<file path="config.mk">
export PLATFORM = sky130hd
export DESIGN_NAME = deia_id_table
export DESIGN_NICKNAME = d
export VERILOG_FILES = /design/src/sv/dynamic_error_id_allocator_macros.svh /design/src/sv/deia_pkg.sv /design/src/sv/deia_id_table.sv
export SDC_FILE = /design/constraint.sdc
export NUM_CORES = 2
export LEC_CHECK = 0
export BUFFER_PORTS_ARGS = -buffer_cell sky130_fd_sc_hd__buf_2
export CAP_MARGIN = 30
export CORE_UTILIZATION = 60
export DETAILED_ROUTE_END_ITERATION = 10
export GPL_TIMING_DRIVEN = 0
export PLACE_DENSITY = 0.73
export SLEW_MARGIN = 10
export SYNTH_ARGS = -nofsm -noshare
export SYNTH_HDL_FRONTEND = slang
export SYNTH_MEMORY_MAX_BITS = 65536
export SYNTH_SLANG_ARGS = --single-unit
</file>
<file path="constraint.sdc">
create_clock -name clk -period 11.9 [get_ports clk]
set_clock_uncertainty 0.2 [all_clocks]
set_input_delay 1.785 -clock clk [delete_from_list [all_inputs] [get_ports clk]]
set_output_delay 1.785 -clock clk [all_outputs]
set_load 0.005 [all_outputs]
</file>
<file path="src/sv/dynamic_error_id_allocator_macros.svh">
// ----------------------------------------------------------------------------
// Dynamic error id allocator - assertion macros
// Shared property wrappers; the using scope provides clk and arst_n.
// ----------------------------------------------------------------------------
`ifndef DYNAMIC_ERROR_ID_ALLOCATOR_MACROS_SVH
`define DYNAMIC_ERROR_ID_ALLOCATOR_MACROS_SVH

// antecedent implies consequent in the same cycle
`define DEIA_ASSERT_SAME(lbl, ante, cons, msg) \
	lbl: assert property (@(posedge clk) disable iff (!arst_n) (ante) |-> (cons)) \
		else $error(msg);

// antecedent implies consequent in the next cycle
`define DEIA_ASSERT_NEXT(lbl, ante, cons, msg) \
	lbl: assert property (@(posedge clk) disable iff (!arst_n) (ante) |=> (cons)) \
		else $error(msg);

`endif

</file>
<file path="src/sv/deia_pkg.sv">
// ----------------------------------------------------------------------------
// Dynamic error id allocator - package
// Payload types, table entry type, command and status codes.
// ----------------------------------------------------------------------------
package deia_pkg;

	localparam logic [2:0] CMD_ADD_CLASS = 3'd0;
	localparam logic [2:0] CMD_DEL_CLASS = 3'd1;
	localparam logic [2:0] CMD_ADD_CODE  = 3'd2;
	localparam logic [2:0] CMD_DEL_CODE  = 3'd3;
	localparam logic [2:0] CMD_SET_MSG   = 3'd4;
	localparam logic [2:0] CMD_DEL_MSG   = 3'd5;
	localparam logic [2:0] CMD_LOOKUP    = 3'd6;

	localparam logic [1:0] ST_OK       = 2'd0;
	localparam logic [1:0] ST_BADARG   = 2'd1;
	localparam logic [1:0] ST_NOTFOUND = 2'd2;
	localparam logic [1:0] ST_NOIDS    = 2'd3;

	localparam logic [31:0] DYN_BIT = 32'h0000_0080;

	typedef struct packed {
		logic [2:0]  command;
		logic [31:0] id_value;
		logic [31:0] message_handle;
	} cmd_t;

	typedef struct packed {
		logic [1:0]  status;
		logic [31:0] issued_id;
		logic        has_message;
		logic [31:0] found_handle;
		logic [31:0] last_used;
	} rsp_t;

	typedef struct packed {
		logic        in_use;
		logic        msg_valid;
		logic [31:0] handle;
	} tbl_entry_t;

endpackage

</file>
<file path="src/sv/deia_id_table.sv">
// ----------------------------------------------------------------------------
// Dynamic error id allocator - id table
// Per-id in-use bit, message valid bit and handle in a synchronous RAM.
// Cleared by a sweep after reset.
// ----------------------------------------------------------------------------
module deia_id_table #(
	parameter int AW = 7
) (
	input  logic                 clk,
	input  logic                 arst_n,
	input  logic                 rd_en,
	input  logic [AW-1:0]        rd_addr,
	output deia_pkg::tbl_entry_t rd_data,
	input  logic                 wr_en,
	input  logic [AW-1:0]        wr_addr,
	input  deia_pkg::tbl_entry_t wr_data,
	output logic                 init_done
);
	import deia_pkg::*;

	localparam int Depth = 1 << AW;

	tbl_entry_t mem_q [Depth];
	tbl_entry_t rd_data_q;
	logic clr_busy_q;
	logic [AW-1:0] clr_addr_q;

	always_ff @(posedge clk or negedge arst_n) begin
		if (!arst_n) begin
			clr_busy_q <= 1'b1;
			clr_addr_q <= '0;
		end else if (clr_busy_q) begin
			if (clr_addr_q == '1) begin
				clr_busy_q <= 1'b0;
			end
			clr_addr_q <= clr_addr_q + 1'b1;
		end
	end

	always_ff @(posedge clk) begin
		if (clr_busy_q) begin
			mem_q[clr_addr_q] <= '0;
		end else if (wr_en) begin
			mem_q[wr_addr] <= wr_data;
		end
		if (rd_en) begin
			rd_data_q <= mem_q[rd_addr];
		end
	end

	assign rd_data   = rd_data_q;
	assign init_done = !clr_busy_q;

endmodule

</file>
# Word level (Yosys, flattened, before mapping)
# Memories as Yosys holds them, arrays and structs flattened. A register that Yosys moved wholly into a read port is not among the register bits.
# Cells that the tools add are included.
# totals
mem_count	1
reg_bits	8
word_cells	17
inputBits	52
mem_bits_rw	4352
# mem_list
name	words	width	read_ports	rd_clocked_by_memory_dff	write_ports	line	text
mem_q	128	34	1	1	1	deia_id_table.sv:23	tbl_entry_t mem_q [Depth];
# classes
add_sub_neg	1
muxes	10
reduce_logical	2
eq_ne	1
# ops
cell	n
two-way mux 34 bit	1
OR reduction 34 bit	1
two-way mux 1 bit	8
adder 7 x 1 -> 7 bit, second input constant	1
== test 7 bit, second input constant	1
two-way mux 7 bit	1
zero test 1 bit	1

# Depth between registers and ports, before layout
# logic_depth
depth_word	5
depth_mapped	8
depth_no_buf	5

# Least setup slack after synthesis
# OpenSTA, ideal clock, no wires.
# synth_path
path_kind	in2reg
start	in wr_en
end	mem mem_q[0][10] (netlist bit) (data pin)
path_buffers	3
required_time_ns	11.165
cell_stages	5
setup_time_ns	0.535
setup_slack_ns	6.642
t_arrival_ns	4.523
cell_sequence	nor2b_1 > clkbuf_1 > clkbuf_1 > clkbuf_1 > and2_1
# synth_between
elab_chain_cells	5
# synth_rtl
item	line	text
from (decl)	deia_id_table.sv:14	input logic wr_en,
two-way mux 1 bit	deia_id_table.sv:43	end else if (wr_en) begin
two-way mux 1 bit	deia_id_table.sv:41	if (clr_busy_q) begin
two-way mux 1 bit (not written as such)	deia_id_table.sv:44	mem_q[wr_addr] <= wr_data;
OR reduction 34 bit (no source line)	--	
two-way mux 34 bit (no source line)	--	
to (decl)	deia_id_table.sv:23	
# Every way passes these cells.

# Worst setup path after layout
# layout_path
start	in wr_en
end	mem mem_q[21][15] (netlist bit) (enable)
# layout_between
elab_chain_cells	5
elab_cells_between_ends	6
classes_between	5 x mux; 1 x reduce/logical
# layout_rtl
item	line
two-way mux 1 bit *	deia_id_table.sv:43
two-way mux 1 bit *	deia_id_table.sv:41
two-way mux 1 bit (not written as such) *	deia_id_table.sv:44
OR reduction 34 bit (no source line)	--
two-way mux 7 bit (no source line) or two-way mux 1 bit (tied branches)	--
# Mark *: on every way between the ends. The rest lies on a longest branch, timed or not.

==> summary.md <==
| Metric | Value |
|---|---|
| Result of the run | `complete, no violations` |
| Clock transition at the register clock pins on the worst setup and hold paths after CTS | `approximately 60 ps` |
| Total Routed Length | `~450 mm` |
| Total Routing Usage GR | `between 30% and 40%` |
| Root buffer cell | `sky130_fd_sc_hd__clkbuf_16` |
| Portion of netlist area occupied by mux cells | `19.5%` |
| Sum Neg Setup Slack | `0 ps` |
| Clock Latency Late Sink | `between 900 and 1000 ps` |
| ANT nets after route | `0` |
| Power per Cell Area | `between 150 and 200 nW/µm²` |
| Warnings, synthesis | `0` |
| Critical Path Sink Type | `flop` |
| Post-Synthesis Cells | `6,443` |
| Hpwl dp | `between 200 and 300 mm` |
| First-pass DRT Iterations | `6` |
| Leakage | `62.5 nW` |
| Most congested layer reported by global routing | `met2` |
| Final setup vio count | `0` |
| Most frequent cell after synthesis | `sky130_fd_sc_hd__edfxtp_1` |
| Layout cells sized above 1 | `35.4%` |
| Data arrival, critical path | `roughly 6400 ps` |
| Post-synthesis async set-or-reset flop share | `0.182%` |
| Die footprint | `281,000 µm²` |
| Core footprint | `277,000 µm²` |
| Number of instances resized during post-cts repair | `0` |
| Dominant cell type by area after synthesis | `sky130_fd_sc_hd__edfxtp_1` |
| Avg WL per Cell | `39.9 µm` |
| Largest net degree at the start of global routing | `93` |
| Layout overhead on the synthesized area | `15.1%` |
| Vias after detailed routing | `roughly 79,000` |
| GPL Wtd Cong | `about 0.98` |
| CTS H-tree lvls | `5` |
| Number of global-route vias before repair | `79,500` |
| Total clock sinks | `roughly 4,400` |
| Launching element type of the critical path | `input port` |
| Required time of the worst setup path | `12,300 ps` |
| Number of antenna violations at the first check in global routing | `68` |
| DRC violation count after routing | `0` |
| Worst voltage drop across the vdd grid | `0.161 mV` |
| Worst Reg-to-Reg Cells | `7` |
| Cts bufs inserted | `between 400 and 500` |
| Top cells by instance count after synthesis | `4,386 x sky130_fd_sc_hd__edfxtp_1, 1,428 x sky130_fd_sc_hd__mux4_2, 211 x sky130_fd_sc_hd__clkbuf_1` |
| Dominant cells by area after synthesis | `sky130_fd_sc_hd__edfxtp_1 79%, sky130_fd_sc_hd__mux4_2 19%, sky130_fd_sc_hd__clkbuf_1 0.47%` |
| Number of port buffers | `79` |
| Number of distinct standard cells referenced by the synthesized netlist | `28` |
| Worst setup margin | `5950 ps` |
| Congestion Overflow GR | `0` |
| Routing usage on met3 | `9.44%` |
| Worst min-delay path category | `flop to flop` |
| Global Route met2 Usage | `51.2%` |
| Pins over their slew limit | `0` |
| Starting Density | `60.4%` |
| Syn_area_per_cell | `25.9 µm²` |
| Global-route track usage on met1 | `43.8%` |
| Top flip-flop cell by instance count after synthesis | `sky130_fd_sc_hd__edfxtp_1` |
| Timing-limited maximum frequency | `~170 MHz` |
| Sequential-to-total area share from yosys stat | `78.9%` |
| Portion of the clock cycle consumed by the worst path in the final layout | `between 50% and 60%` |
| Chip Height | `530 µm` |
| CTS max path bufs | `4` |
| Area share of the leading cell type in the synthesized netlist | `78.8%` |
| Crit Path Category | `input port to flop` |
| Highest fanout seen on the critical path | `18` |
| Remaining max-slew budget at the tightest pin | `26.1%` |
| Number of setup buffers added after CTS | `0` |
| Pre-CTS setup slack | `5310 ps` |
| EDFF count, synth | `4,386` |
| I/O Pins | `between 80 and 90` |
| Clock tree from TritonCTS | `built` |
| Hold violation total from the final report | `0` |
| Horiz. Die Dim | `530 µm` |
| Adder-cell share of the synthesized area | `less than 1%` |
| Rows | `193` |
| Number of stages on the worst hold path | `1` |
| Unrepaired setup endpoints after global routing | `no` |
| Global-route wire length before repair | `623 mm` |
| Max-cap violations | `0` |
| Least-Margin Pin Slew | `1110 ps` |
| Min cycle time layout | `5950 ps` |
| Post-synth net total | `about 6,500` |
| Cell Area, Synth | `~170,000 µm²` |
| Post-Synth Simple-Gate Area | `less than 1%` |
| Largest family of logic cells by synthesized area | `multiplexers` |
| Area share of xor/xnor cells in the synthesized design | `0.0315%` |
| Fin nets | `roughly 7,200` |
| Number of synthesized register bits | `between 4,000 and 5,000` |
| Post-DR vias/cell | `6.97` |
| Complex-gate fraction of the synthesized area | `0.0344%` |
| Total of hold buffers inserted after clock tree synthesis | `0` |
| Number of DRC markers in iteration 0 | `11,800` |
-- report_power, final --
group	total (mW)	switching, mW	internal (mW)
clock network	13.4	5.72	7.64
logic	1.77	1.12	0.653
registers	17.1	0.00985	17.1
total	32.2	6.85	25.4
-- stage by stage --
stage / total power, mW / utilization (%) / hold WS [ps] / cells / area (µm²)
6_report: 32.2 / 69.5 / 383 / 11300 / 192000
3_3_place_gp: 19.0 / 62.2 / 311 / 10200 / 172000
4_1_cts: 32.2 / 69.3 / 373 / 11200 / 192000
3_5_place_dp: 19.1 / 64.4 / 368 / 10400 / 178000
2_1_floorplan: 18.3 / - / 279 / 6443 / 167000
5_1_grt: 32.8 / 69.5 / 407 / 11300 / 192000
-- worst paths after layout --
kind	slack [ps]	startpoint	end
max	5950	wr_en	mem_q[21][15]$_DFFE_PP_
min	380	clr_addr_q[4]$_DFFE_PN0P_	clr_addr_q[4]$_DFFE_PN0P_
max reg2reg	6540	clr_busy_q$_DFF_PN1_	mem_q[21][15]$_DFFE_PP_
min reg2reg	380	clr_addr_q[4]$_DFFE_PN0P_	clr_addr_q[4]$_DFFE_PN0P_
max in group asynchronous	10750	arst_n	clr_busy_q$_DFF_PN1_
min in group asynchronous	510	arst_n	clr_addr_q[3]$_DFFE_PN0P_
-- logic make-up after synthesis --
logic type | count (synthesis)
AO/OA/AOI/OAI | 10
XOR/XNOR | 6
adder cells (fa/ha/maj) | 1
buffers and inverters | 340
flip-flops | 4394
multiplexers | 1468
AND/OR/NAND/NOR | 224
-- layer usage --
layer  part of all wire, %  up-vias
met3                    13      825
met4                   4.2       22
met5                 0.079        -
met1                    35    42500
met2                    48     5656
li1                      -    29900
-- cell usage in the layout (no fill, tap or decap), types with 37 or more instances in the layout --
cell type                   netlist  layout
sky130_fd_sc_hd__clkbuf_1       211     260
sky130_fd_sc_hd__buf_1           41      37
sky130_fd_sc_hd__buf_16           0     116
sky130_fd_sc_hd__edfxtp_1      4386    4386
sky130_fd_sc_hd__buf_12           0      67
sky130_fd_sc_hd__buf_6            5      40
sky130_fd_sc_hd__mux4_2        1428    1428
sky130_fd_sc_hd__clkbuf_16        0     423
sky130_fd_sc_hd__buf_2           80     163
sky130_fd_sc_hd__diode_2          0      85
sky130_fd_sc_hd__clkinv_2         0      79
sky130_fd_sc_hd__nor2_4           0     128
sky130_fd_sc_hd__bufinv_16        0      53
sky130_fd_sc_hd__clkinv_1         0      92
-- critical path: stages --
cell and delay (ps):
sky130_fd_sc_hd__buf_2 100, sky130_fd_sc_hd__nor2b_1 290, sky130_fd_sc_hd__clkbuf_1 430, sky130_fd_sc_hd__mux2i_1 760, sky130_fd_sc_hd__nand3_1 920, sky130_fd_sc_hd__clkbuf_2 840, sky130_fd_sc_hd__nor2_4 910, sky130_fd_sc_hd__buf_16 260
-- flip-flops by register name, indices dropped and copies added, names as in the netlist --
signal,flops
rd_data,34
clr_addr_q,7
clr_busy_q,1
mem_q,4352
-- final cells by class --
cell class / count / area (µm²)
Tap cell: 3705 / 4640
Multi-Input combinational cell: 1709 / 34800
Sequential cell: 4394 / 132000
Clock buffer: 500 / 10900
Timing Repair Buffer: 333 / 5820
Fill cell: 15600 / 84400
Inverter: 1 / 3.75
Antenna cell: 85 / 213
Clock inverter: 250 / 2580
Buffer: 339 / 1460
No activity file was read; power rests on OpenSTA's default activity.
