$ cat src/sv/dynamic_error_id_allocator_macros.svh
// ----------------------------------------------------------------------------
// Dynamic error id allocator - assertion macros
// Shared property wrappers; the using scope provides clk and arst_n.
// ----------------------------------------------------------------------------
`ifndef DYNAMIC_ERROR_ID_ALLOCATOR_MACROS_SVH
`define DYNAMIC_ERROR_ID_ALLOCATOR_MACROS_SVH

// antecedent implies consequent in the same cycle
`define DEIA_ASSERT_SAME(lbl, ante, cons, msg) \
	lbl: assert property (@(posedge clk) disable iff (!arst_n) (ante) |-> (cons)) \
		else $error(msg);

// antecedent implies consequent in the next cycle
`define DEIA_ASSERT_NEXT(lbl, ante, cons, msg) \
	lbl: assert property (@(posedge clk) disable iff (!arst_n) (ante) |=> (cons)) \
		else $error(msg);

`endif

$ cat src/sv/deia_pkg.sv
// ----------------------------------------------------------------------------
// Dynamic error id allocator - package
// Payload types, table entry type, command and status codes.
// ----------------------------------------------------------------------------
package deia_pkg;

	localparam logic [2:0] CMD_ADD_CLASS = 3'd0;
	localparam logic [2:0] CMD_DEL_CLASS = 3'd1;
	localparam logic [2:0] CMD_ADD_CODE  = 3'd2;
	localparam logic [2:0] CMD_DEL_CODE  = 3'd3;
	localparam logic [2:0] CMD_SET_MSG   = 3'd4;
	localparam logic [2:0] CMD_DEL_MSG   = 3'd5;
	localparam logic [2:0] CMD_LOOKUP    = 3'd6;

	localparam logic [1:0] ST_OK       = 2'd0;
	localparam logic [1:0] ST_BADARG   = 2'd1;
	localparam logic [1:0] ST_NOTFOUND = 2'd2;
	localparam logic [1:0] ST_NOIDS    = 2'd3;

	localparam logic [31:0] DYN_BIT = 32'h0000_0080;

	typedef struct packed {
		logic [2:0]  command;
		logic [31:0] id_value;
		logic [31:0] message_handle;
	} cmd_t;

	typedef struct packed {
		logic [1:0]  status;
		logic [31:0] issued_id;
		logic        has_message;
		logic [31:0] found_handle;
		logic [31:0] last_used;
	} rsp_t;

	typedef struct packed {
		logic        in_use;
		logic        msg_valid;
		logic [31:0] handle;
	} tbl_entry_t;

endpackage

$ cat src/sv/deia_free_fifo.sv
// ----------------------------------------------------------------------------
// Dynamic error id allocator - free id queue
// FIFO of released ids in a synchronous RAM; pop data is registered.
// ----------------------------------------------------------------------------
module deia_free_fifo #(
	parameter int DEPTH = 128,
	parameter int W     = 7
) (
	input  logic         clk,
	input  logic         arst_n,
	input  logic         pop,
	input  logic         push,
	input  logic [W-1:0] push_data,
	output logic [W-1:0] rd_data,
	output logic         empty
);
	import deia_pkg::*;

	localparam int AW   = $clog2(DEPTH);
	localparam int CNTW = $clog2(DEPTH + 1);
	localparam logic [AW-1:0]   LastIdx = AW'(DEPTH - 1);
	localparam logic [CNTW-1:0] Full    = CNTW'(DEPTH);

	logic [W-1:0] mem_q [DEPTH];
	logic [W-1:0] rd_data_q;
	logic [AW-1:0] head_q;
	logic [AW-1:0] tail_q;
	logic [CNTW-1:0] count_q;
	logic push_ok;

	assign push_ok = push && (count_q != Full);

	always_ff @(posedge clk or negedge arst_n) begin
		if (!arst_n) begin
			head_q  <= '0;
			tail_q  <= '0;
			count_q <= '0;
		end else begin
			if (pop) begin
				head_q <= (head_q == LastIdx) ? '0 : head_q + 1'b1;
			end
			if (push_ok) begin
				tail_q <= (tail_q == LastIdx) ? '0 : tail_q + 1'b1;
			end
			if (push_ok && !pop) begin
				count_q <= count_q + 1'b1;
			end else if (!push_ok && pop) begin
				count_q <= count_q - 1'b1;
			end
		end
	end

	always_ff @(posedge clk) begin
		if (push_ok) begin
			mem_q[tail_q] <= push_data;
		end
		if (pop) begin
			rd_data_q <= mem_q[head_q];
		end
	end

	assign rd_data = rd_data_q;
	assign empty   = (count_q == '0);

endmodule
$ cat config.mk
export PLATFORM = sky130hd
export DESIGN_NAME = deia_free_fifo
export DESIGN_NICKNAME = d
export VERILOG_FILES = /design/src/sv/dynamic_error_id_allocator_macros.svh /design/src/sv/deia_pkg.sv /design/src/sv/deia_free_fifo.sv
export SDC_FILE = /design/constraint.sdc
export NUM_CORES = 1
export LEC_CHECK = 0
export BUFFER_PORTS_ARGS = -buffer_cell sky130_fd_sc_hd__clkbuf_2
export CAP_MARGIN = 20
export CORE_ASPECT_RATIO = 0.8
export CORE_UTILIZATION = 31
export CTS_CLUSTER_SIZE = 10
export DETAILED_ROUTE_END_ITERATION = 16
export GPL_ROUTABILITY_DRIVEN = 1
export GPL_TIMING_DRIVEN = 0
export MAX_ROUTING_LAYER = met4
export PLACE_DENSITY_LB_ADDON = 0.2
export SLEW_MARGIN = 15
export SYNTH_ARGS = -nofsm -noshare
export SYNTH_HDL_FRONTEND = slang
export SYNTH_SLANG_ARGS = --single-unit
$ cat constraint.sdc
create_clock -name clk -period 8.5 [get_ports clk]
set_clock_uncertainty 0.15 [all_clocks]
set_input_delay 1.7 -clock clk [delete_from_list [all_inputs] [get_ports clk]]
set_output_delay 1.7 -clock clk [all_outputs]
set_load 0.005 [all_outputs]
-- Yosys cells after proc, flatten, opt, wreduce, memory -nomap -nowiden
Memories as Yosys holds them, arrays and structs flattened. A register that Yosys moved wholly into a read port is not among the register bits.
Index checks and enable logic that the tools add are counted.
- register bits: 22
- memory bits (writable): 896
- input port bits: 11
- output and inout port bits: 8
- word-level logic and storage cells: 24
- memories kept: 1
- memories (name ; depth ; bits a word ; rd ports ; clocked after memory_dff ; wr ports ; line ; source):
    mem_q ; 128 ; 7 ; 1 ; 1 ; 1 ; deia_free_fifo.sv:24 ; logic [W-1:0] mem_q [DEPTH];
- add/subtract/negate cells: 4
- equality and inequality tests: 3
- mux-type cells: 6
- reduce and logical (&&, ||, !) cells: 7
- operator list (operator ; count):
    $mux W8 ; 2
    $add A7 B1 Y7 const B ; 2
    $eq A7 B7 Y1 const B ; 2
    $mux W7 ; 2
    $add A8 B1 Y8 const B ; 1
    $logic_not A8 Y1 ; 1
    $ne A8 B8 Y1 const B ; 1
    $sub A8 B1 Y8 const B ; 1
    $logic_and A1 B1 Y1 ; 3
    $logic_not A1 Y1 ; 2
    $mux W1 ; 2
    $reduce_bool A2 Y1 ; 1

-- Longest topological paths before layout
Gate-level depths: netlist of run 1.
- depth after elaboration: 6
- gate-level depth with buffers: 12
- depth with buffers taken out: 11

-- Worst setup path after synthesis of run 1
Ideal clock, no wire load.
- path kind: input -> register
- start point: in push
- end point: reg count_q[7]
- setup time: 0.125 ns
- arrival: 3.754 ns
- required time: 8.225 ns
- setup slack: 4.470 ns
- stages on the path: 12
- path buffers: 1
- cells stage by stage: inv_1 a31oi_1 clkbuf_1 ha_1 inv_1 ha_1 a21oi_1 a21oi_1 o31ai_1 xnor2_1 nor2_1 xor2_1
- word-level cells in the longest chain between the ends: 4
- elaborated cells between the ends (all ways): 6
- RTL lines (element ; line ; source):
    start: declaration ; deia_free_fifo.sv:12 ; input logic push,
    $logic_and A1 B1 Y1 * ; deia_free_fifo.sv:31 ; assign push_ok = push && (count_q != Full);
    via push_ok ; deia_free_fifo.sv:29 ; logic push_ok;
    $logic_not A1 Y1 ; deia_free_fifo.sv:47 ; end else if (!push_ok && pop) begin
    $logic_and A1 B1 Y1 ; deia_free_fifo.sv:47 ;
    $reduce_bool A2 Y1 (no source line) ; - ;
    end signal: assignment ; deia_free_fifo.sv:46 ; count_q <= count_q + 1'b1;
    end signal: assignment ; deia_free_fifo.sv:48 ; count_q <= count_q - 1'b1;
    end: declaration ; deia_free_fifo.sv:28 ; logic [CNTW-1:0] count_q;
The timed path passes the listed nets; every way through them passes the cells marked *.
A chain may end at the register's enable or synchronous reset.

-- Worst setup path after layout of run 1
- start point: in push
- end point: mem mem_q[44][6] (enable)
- word-level cells in the longest chain between the ends: 3
- RTL lines (element ; line ; source):
    $logic_and A1 B1 Y1 ; deia_free_fifo.sv:31 ;
    via push_ok ; deia_free_fifo.sv:29 ;
    $mux W1 ; deia_free_fifo.sv:54 ; if (push_ok) begin
    $mux W1 (implied by the code) ; deia_free_fifo.sv:55 ; mem_q[tail_q] <= push_data;
    end: declaration ; deia_free_fifo.sv:24 ;
The timed path passes the listed nets, and every way through them passes these cells.

==> impl_results.md, run 1 <==
- Status: completed
- Max Cap Violations: 0
- Reg clk slew, reported paths: 0.06 ns
- Fmax: 217.6 MHz
- Clk buf depth: 3
- DR WL/cell: 33.15 µm
- Core box area: 116700 µm²
- CTS buffer count: 103
- Pin count of the biggest net entering global routing: 93
- RSZ-0062 raised after global routing: no
- Sequential power share: 37.1%
- N_diodes: 0
- Worst-Skew Late Latency: 0.70 ns
- Synth cell types: 65
- First-pass GRT wire length: 161.6 mm
- Min Tclk post-route: 4.596 ns
- Leakage power: 13.08 nW
- Post-synth top flop: edfxtp_1
- Maximum vdd drop: 159.2 µV
- Initial antenna violation count: 5
- Finished Cell Area: 41760 µm²
- Mapped Cells: 1841
- Ports: 19
- Pwr per Cell Area: 338.3 nW/µm²
- Layout fillers: 10760
- Area grow syn2layout: 14.42%
- Vias per cell: 5.470
- Crit-path max FO: 10
- Post-CTS setup buffer count: 0
- EDFF count, synth: 903
- Crit-path slowest cell: nand3_1
- Mapped Area: 36490 µm²
- Synthesized area per cell: 19.82 µm²
- Post-DP HPWL: 78.29 mm
- DR iter-0 viols: 2906
- Iteration count of the initial detailed-routing pass: 6
- H-tree level count: 3
- Commonest non-fill, non-tap cells in the layout: edfxtp_1, mux4_2, nor2_1
- Worst endpoint data arrival time: 4.77 ns
- Vias: 19560
- CTS tree: done
- Setup crit start kind: input port
- Worst path required time: 8.67 ns
- Die area: 119100 µm²
- Post-CTS Hold Buffers: 0
- Final hold vios: 0
- Crit. End Element: register
- Yosys reg bits: 925
- Hold crit path type: register to register
- Worst R2R Setup Slack: 4.14 ns
- Worst stage delay on the critical path: 0.79 ns
- Power consumption: 14.13 mW
- Core Rows: 112
- Sw frac: 36.00%
- Yosys Warn Count: 0
- Final ANT Viol Nets: 0
- Slew HR: 25.84%
- Vias in the first global route: 19250
- Most common cell after layout, fill and taps aside: edfxtp_1
- GRT overflow: 0
- CTS resizes: 0
- CTS sink count: 925
- Share of cells above drive strength 1: 20.47%
- Final period utilization: 54.07%
- Initial Util: 31.26%
- CTS Root Cell: clkbuf_16
- CP dominant cell by count: clkbuf_1
- Seq/Total Area, Yosys: 75.82%
- Comb pwr share: 34.4%
- Die Wd: 385.6 µm
- Worst-Margin Slew: 1.108 ns
- Asr flop ratio synth: 2.378%
- CP Class: input port to register
- Int Power: 9.041 mW
- Routability congestion estimate: 0.9990
- Dpl cell area: 38830 µm²
- Setup TNS: 0 ns
- Nets: 1998
- Crit path cell chain: clkbuf_2, inv_1, a31oi_1, clkbuf_1, nand3_1, clkbuf_1, buf_8, nor2_1
- Final setup violation count: 0
- Die H: 308.9 µm
- Post-route DRC: 0
- Net Sw Power: 5.086 mW
- Synth Net Count: 1863
- Pre-CTS setup slack: 3.342 ns
- Clock network power share: 28.5%
- Total GRT Usage: 20.67%
- Setup ws final: 3.904 ns
- Port bufs: 18
- Fin Hold WS: 0.3737 ns
- Detailed Route WL: 118.5 mm
- Max-slew violations: 0
[flip-flops by register name, indices dropped and copies added (netlist names)]
name     cells
tail_q       7
rd_data      7
head_q       7
count_q      8
mem_q      896
[critical path, delay by kind of cell]
family,cells,cell delay [ns]
compound gates,1,0.28
buf+inv,5,1.34
simple gates,2,1.42
[cell type report]
cell class / instances / area [µm²] / share of cell area [%]
Clock buffer: 162 / 2883 / 6.904
Tap cell: 1539 / 1926 / 4.612
Timing Repair Buffer: 30 / 407.9 / 0.9769
Inverter: 14 / 52.55 / 0.1259
Multi-Input combinational cell: 801 / 8115 / 19.44
Clock inverter: 4 / 38.79 / 0.09289
Sequential cell: 925 / 27670 / 66.26
Buffer: 101 / 665.6 / 1.594
[cell families (layout without fill, tap and decap cells)]
kind of cell               count (synthesis)  after routing  share of synthesized area (%)
AOI/OAI and AO/OA                        179            179                          3.676
xor gates and xnor gates                  15             15                         0.3600
adders and majority gates                 11             11                         0.3977
buffers and inverters                    115            311                          1.944
DFF                                      925            925                          75.82
muxes                                    286            286                          14.18
and+or+nand+nor                          310            310                          3.624
[stage by stage]
| step | instances | util [%] |
|---|---|---|
| after floorplan | 1841 | - |
| after global placement | 3398 | 32.99 |
| after detailed placement | 3410 | 33.27 |
| after CTS | 3576 | 35.77 |
| after global routing | 3576 | 35.77 |
| final | 3576 | 35.77 |
[cells in the mapped netlist (3+ instances only)]
| master | count | area [µm²] |
|---|---|---|
| a22oi_1 | 27 | 202.7 |
| o21ai_0 | 10 | 50.05 |
| clkbuf_1 | 27 | 101.4 |
| o221ai_1 | 10 | 87.58 |
| mux2i_1 | 94 | 940.9 |
| and2_1 | 4 | 25.02 |
| a31oi_1 | 9 | 56.30 |
| and3_1 | 3 | 18.77 |
| xor2_1 | 6 | 52.55 |
| xnor2_1 | 9 | 78.83 |
| a221oi_1 | 13 | 113.9 |
| o211ai_1 | 9 | 67.56 |
| o32a_1 | 4 | 40.04 |
| buf_4 | 18 | 135.1 |
| dfrtp_1 | 22 | 550.5 |
| a21oi_1 | 26 | 130.1 |
| a22o_1 | 7 | 61.31 |
| buf_2 | 34 | 170.2 |
| nor3_1 | 15 | 75.07 |
| mux4_2 | 176 | 3964 |
| nand3_1 | 21 | 105.1 |
| a2111oi_0 | 6 | 52.55 |
| inv_1 | 14 | 52.55 |
| a311oi_1 | 5 | 43.79 |
| mux4_1 | 6 | 157.7 |
| buf_1 | 4 | 15.01 |
| or2_2 | 3 | 18.77 |
| mux2_2 | 10 | 112.6 |
| nor2b_1 | 11 | 68.82 |
| ha_1 | 10 | 125.1 |
| o31ai_1 | 3 | 22.52 |
| o21ai_1 | 3 | 15.01 |
| nand4_1 | 5 | 31.28 |
| nor3b_1 | 3 | 22.52 |
| a211oi_1 | 8 | 60.06 |
| nand2_1 | 73 | 274.0 |
| buf_6 | 12 | 135.1 |
| nor2_1 | 161 | 604.3 |
| o22ai_1 | 21 | 131.4 |
| edfxtp_1 | 903 | 27120 |
| buf_12 | 4 | 80.08 |
[power groups by stage]
stage / sequential (mW) / clock [mW] / combinational (mW)
6_report: 5.24 / 4.03 / 4.86
2_1_floorplan: 5.31 / 0 / 2.56
3_3_place_gp: 5.33 / 0 / 4.73
4_1_cts: 5.23 / 4.10 / 4.78
5_1_grt: 5.25 / 4.26 / 4.97
3_5_place_dp: 5.33 / 0 / 4.76
[path summary, 6_finish.rpt]
check,start,endpoint,cells past startpoint
setup / recovery,push,mem_q[44][6],8
hold / removal,count_q[7],count_q[7],1
setup reg to reg,head_q[1],rd_data[3],8
hold reg to reg,count_q[7],count_q[7],1
max in group asynchronous,arst_n,tail_q[2],1
min in group asynchronous,arst_n,head_q[5],1
[per-layer routing]
metal	part of all wire [%]	global-route usage [%]	vias to the layer above	routed length (µm)
li1	-	-	7833	-
met1	46	30.51	10590	54930
met2	42	28.21	964	49870
met3	9.4	5.337	169	11180
met4	2.2	4.945	0	2561
met5	0	-	-	0
No activity file was read; power rests on OpenSTA's default activity.
==> run 2: changes to the inputs <==
--- a/config.mk
+++ b/config.mk
@@ -5,6 +5,7 @@
 export SDC_FILE = /design/constraint.sdc
 export NUM_CORES = 1
 export LEC_CHECK = 0
+export ABC_AREA = 1
 export BUFFER_PORTS_ARGS = -buffer_cell sky130_fd_sc_hd__clkbuf_2
 export CAP_MARGIN = 20
 export CORE_ASPECT_RATIO = 0.8
==> constraint.sdc (replaced) <==
create_clock -name clk -period 4.5 [get_ports clk]
set_clock_uncertainty 0.15 [all_clocks]
set_input_delay 0.9 -clock clk [delete_from_list [all_inputs] [get_ports clk]]
set_output_delay 0.9 -clock clk [all_outputs]
set_load 0.005 [all_outputs]
==> run 2 against run 1 <==
- final cell count rose by 59%
- critical path depth unchanged
- utilization decreased by 0.25 points
- synthesized cell count increased by 110%
- cell area is 8.1% higher
- non-clock buffer count increased by 93
- power rose by 91%
- combinational power increased by 91%
- count of clock-buffer cells in the layout increased by 7
- sequential share of layout area down 5.0 points
- first-iteration DRC count rose by 33%
- area after synthesis is 8.7% higher
- critical path type is now register to register
- critical endpoint is now mem_q[68][2]
==> impl_results.md, run 2 <==
- Hold crit path type: input port to asynchronous set/reset pin
- Iteration count of the initial detailed-routing pass: 6 (unchanged)
- Max reg flops: 896 (unchanged)
- CTS sink count: 925 (unchanged)
- Die Wd: 402.0 µm (+4.3%)
- Pwr per Cell Area: 598.4 nW/µm² (+77%)
- Leakage power: 17.42 nW (+33%)
- Setup ws final: 0.3053 ns (-3.599 ns)
- CTS resizes: 0 (unchanged)
- Worst path required time: 4.64 ns (-4.03 ns)
- Leading area contributor after synthesis: edfxtp_1
- Fmax: 238.4 MHz
- CP Class: register to register
- Mapped Area: 39680 µm² (+8.7%)
- Layout Cells excl Fill: 5674 (+59%)
- Yosys reg bits: 925 (unchanged)
- Initial Util: 31.23% (about the same)
- Power consumption: 27.01 mW (+91%)
- Share of cells above drive strength 1: 6.540% (-14 points)
- Synth top area cells: edfxtp_1, nand2_1, nor2_1
- Largest Register: mem_q
- DR iter-0 viols: 3865 (+33%)
- Clk buf depth: 3 (unchanged)
- Final hold vios: 0 (unchanged)
- Pre-CTS setup slack: 0.2763 ns (-3.065 ns)
- Core Rows: 117 (+4.5%)
- GRT overflow: 0 (unchanged)
- Vias per cell: 5.072 (-7.3%)
- Status: completed
- Ports: 19 (unchanged)
- Mapped Cells: 3801 (+110%)
- Worst-Margin Slew: 1.227 ns (+0.1189 ns)
- Final period utilization: 93.21%
- Nets: 3958 (+98%)
- Area grow syn2layout: 13.73%
- Post-DP HPWL: 101.5 mm (+30%)
- Count leader, synth: nand2_1
- H-tree level count: 3 (unchanged)
- Top cell type's share of synthesized area: 68.33% (-6.0 points)
- First-pass GRT wire length: 204.6 mm (+27%)
- Synth Area in XOR/XNOR: 0.1545% (-0.21 points)
- Total GRT Usage: 23.34% (+2.7 points)
- Reg clk slew, reported paths: 0.06 ns (about the same)
- Vias in the first global route: 25810 (+34%)
- Initial antenna violation count: 4 (-1)
- Commonest non-fill, non-tap cells in the layout: nand2_1, edfxtp_1, nor2_1
- Mux contribution to synthesized area: 0% (-14 points)
- Crit. End Element: register
- EDFF count, synth: 903 (unchanged)
- Port bufs: 18 (unchanged)
- Max-slew violations: 0 (unchanged)
- Slew HR: 18.19% (-7.7 points)
- Seq/Total Area, Yosys: 69.72% (-6.1 points)
- Post-CTS setup buffer count: 0 (unchanged)
- Min Tclk post-route: 4.195 ns
- Detailed Route WL: 148.7 mm (+25%)
- Pin count of the biggest net entering global routing: 89 (-4.3%)
- CTS buffer count: 103 (unchanged)
- Top Registers: mem_q (896), count_q (8)
- Worst endpoint data arrival time: 4.34 ns (-0.43 ns)
- Final setup violation count: 0 (unchanged)
- Synth Net Count: 3823 (+110%)
- Worst-Skew Late Latency: 0.70 ns (about the same)
- Vias: 28780 (+47%)
- CTS tree: done
- Post-CTS Hold Buffers: 0 (unchanged)
- Most common cell after layout, fill and taps aside: nand2_1
- Asr flop ratio synth: 2.378% (unchanged)
- Crit-path max FO: 10 (unchanged)
- Final ANT Viol Nets: 0 (unchanged)
- Complex-gate fraction of the synthesized area: 2.601% (-1.1 points)
- Max Cap Violations: 0 (unchanged)
- Simple-gate area share of the yosys netlist: 21.17% (+18 points)
- Adder-Cell Fraction of Synth Area: 0.3657% (-0.032 points)
- Placed Cells: 5496 (+61%)
- Most frequent cells after synthesis: nand2_1, edfxtp_1, nor2_1
- Synthesized area per cell: 10.44 µm² (-47%)
- DR WL/cell: 26.21 µm (-21%)
- Largest family of logic cells by synthesized area: simple AND/OR/NAND/NOR gates
- Yosys Warn Count: 0 (unchanged)
- Die area: 129500 µm² (+8.7%)
- Die H: 322.0 µm (+4.3%)
- Setup TNS: 0 ns (unchanged)
- Routability congestion estimate: 0.9784 (-2.1%)
- Setup crit start kind: register
- CTS Root Cell: clkbuf_16
- RSZ-0062 raised after global routing: no
- Post-synth top flop: edfxtp_1
- Maximum vdd drop: 314.7 µV (+98%)
- Synth cell types: 33 (-49%)
- Post-route DRC: 0 (unchanged)
- Core box area: 127100 µm² (+8.9%)
## run 2: worst paths after layout
kind | start | endpoint | slack, ns | depth (start not counted)
hold reg to reg | count_q[7] | count_q[7] | 0.37 | 2
hold / removal | arst_n | count_q[7] | 0.13 | 1
max in group asynchronous | arst_n | tail_q[0] | 3.57 | 1
setup / recovery | count_q[7] | mem_q[68][2] | 0.31 | 8
min in group clk | count_q[7] | count_q[7] | 0.37 | 2
setup reg to reg | count_q[7] | mem_q[68][2] | 0.31 | 8
## run 2: logic make-up (layout without fill, tap and decap cells)
logic type / after synthesis / after routing
adder cells (fa/ha/maj): 11 / 11
XOR/XNOR: 7 / 7
flip-flops: 925 / 925
buffers and inverters: 558 / 763
other: 0 / 2
AO/OA/AOI/OAI: 205 / 205
AND/OR/NAND/NOR: 2095 / 2095
## run 2: power breakdown
group / switching [mW] / internal [mW] / total [mW]
registers: 0.145 / 9.77 / 9.92
clock network: 3.45 / 4.34 / 7.80
logic: 7.21 / 2.08 / 9.29
## run 2: cell type report
class                      count  area, µm²
antenna                        2      5.005
buffer                       194       1011
clock buffer                 169       2899
clock inverter                 6      46.29
fill                       12810      81930
inverter                     364       1369
multi-input combinational   2318       9649
sequential                   925      27670
tap                         1666       2085
timing repair buffer          30      401.6
## run 2: layer usage
layer	vias to the layer above	routed length, µm	share of wire [%]	GRT usage (%)
li1	12810	-	-	-
met1	14260	70370	47	35.18
met2	1478	60580	41	31.91
met3	223	14210	9.6	4.439
met4	0	3572	2.4	5.454
met5	-	0	0	-
## run 2: per-stage QoR
stage | cell area, µm² | hold slack [ns] | util [%]
2_1_floorplan | 39680 | 0.3145 | -
3_3_place_gp | 41860 | 0.3448 | 32.94
3_5_place_dp | 42170 | 0.3588 | 33.19
4_1_cts | 45110 | 0.1020 | 35.50
5_1_grt | 45130 | 0.1499 | 35.52
6_report | 45130 | 0.1275 | 35.52
## run 2: critical path, cell delays in order (launching register included)
cell     delay, ns
dfrtp_1       0.40
inv_1         0.09
nor2_1        0.04
nand3_1       0.08
nand2_1       0.36
inv_2         0.25
nand4_1       0.90
buf_2         0.70
nor2_1        0.80
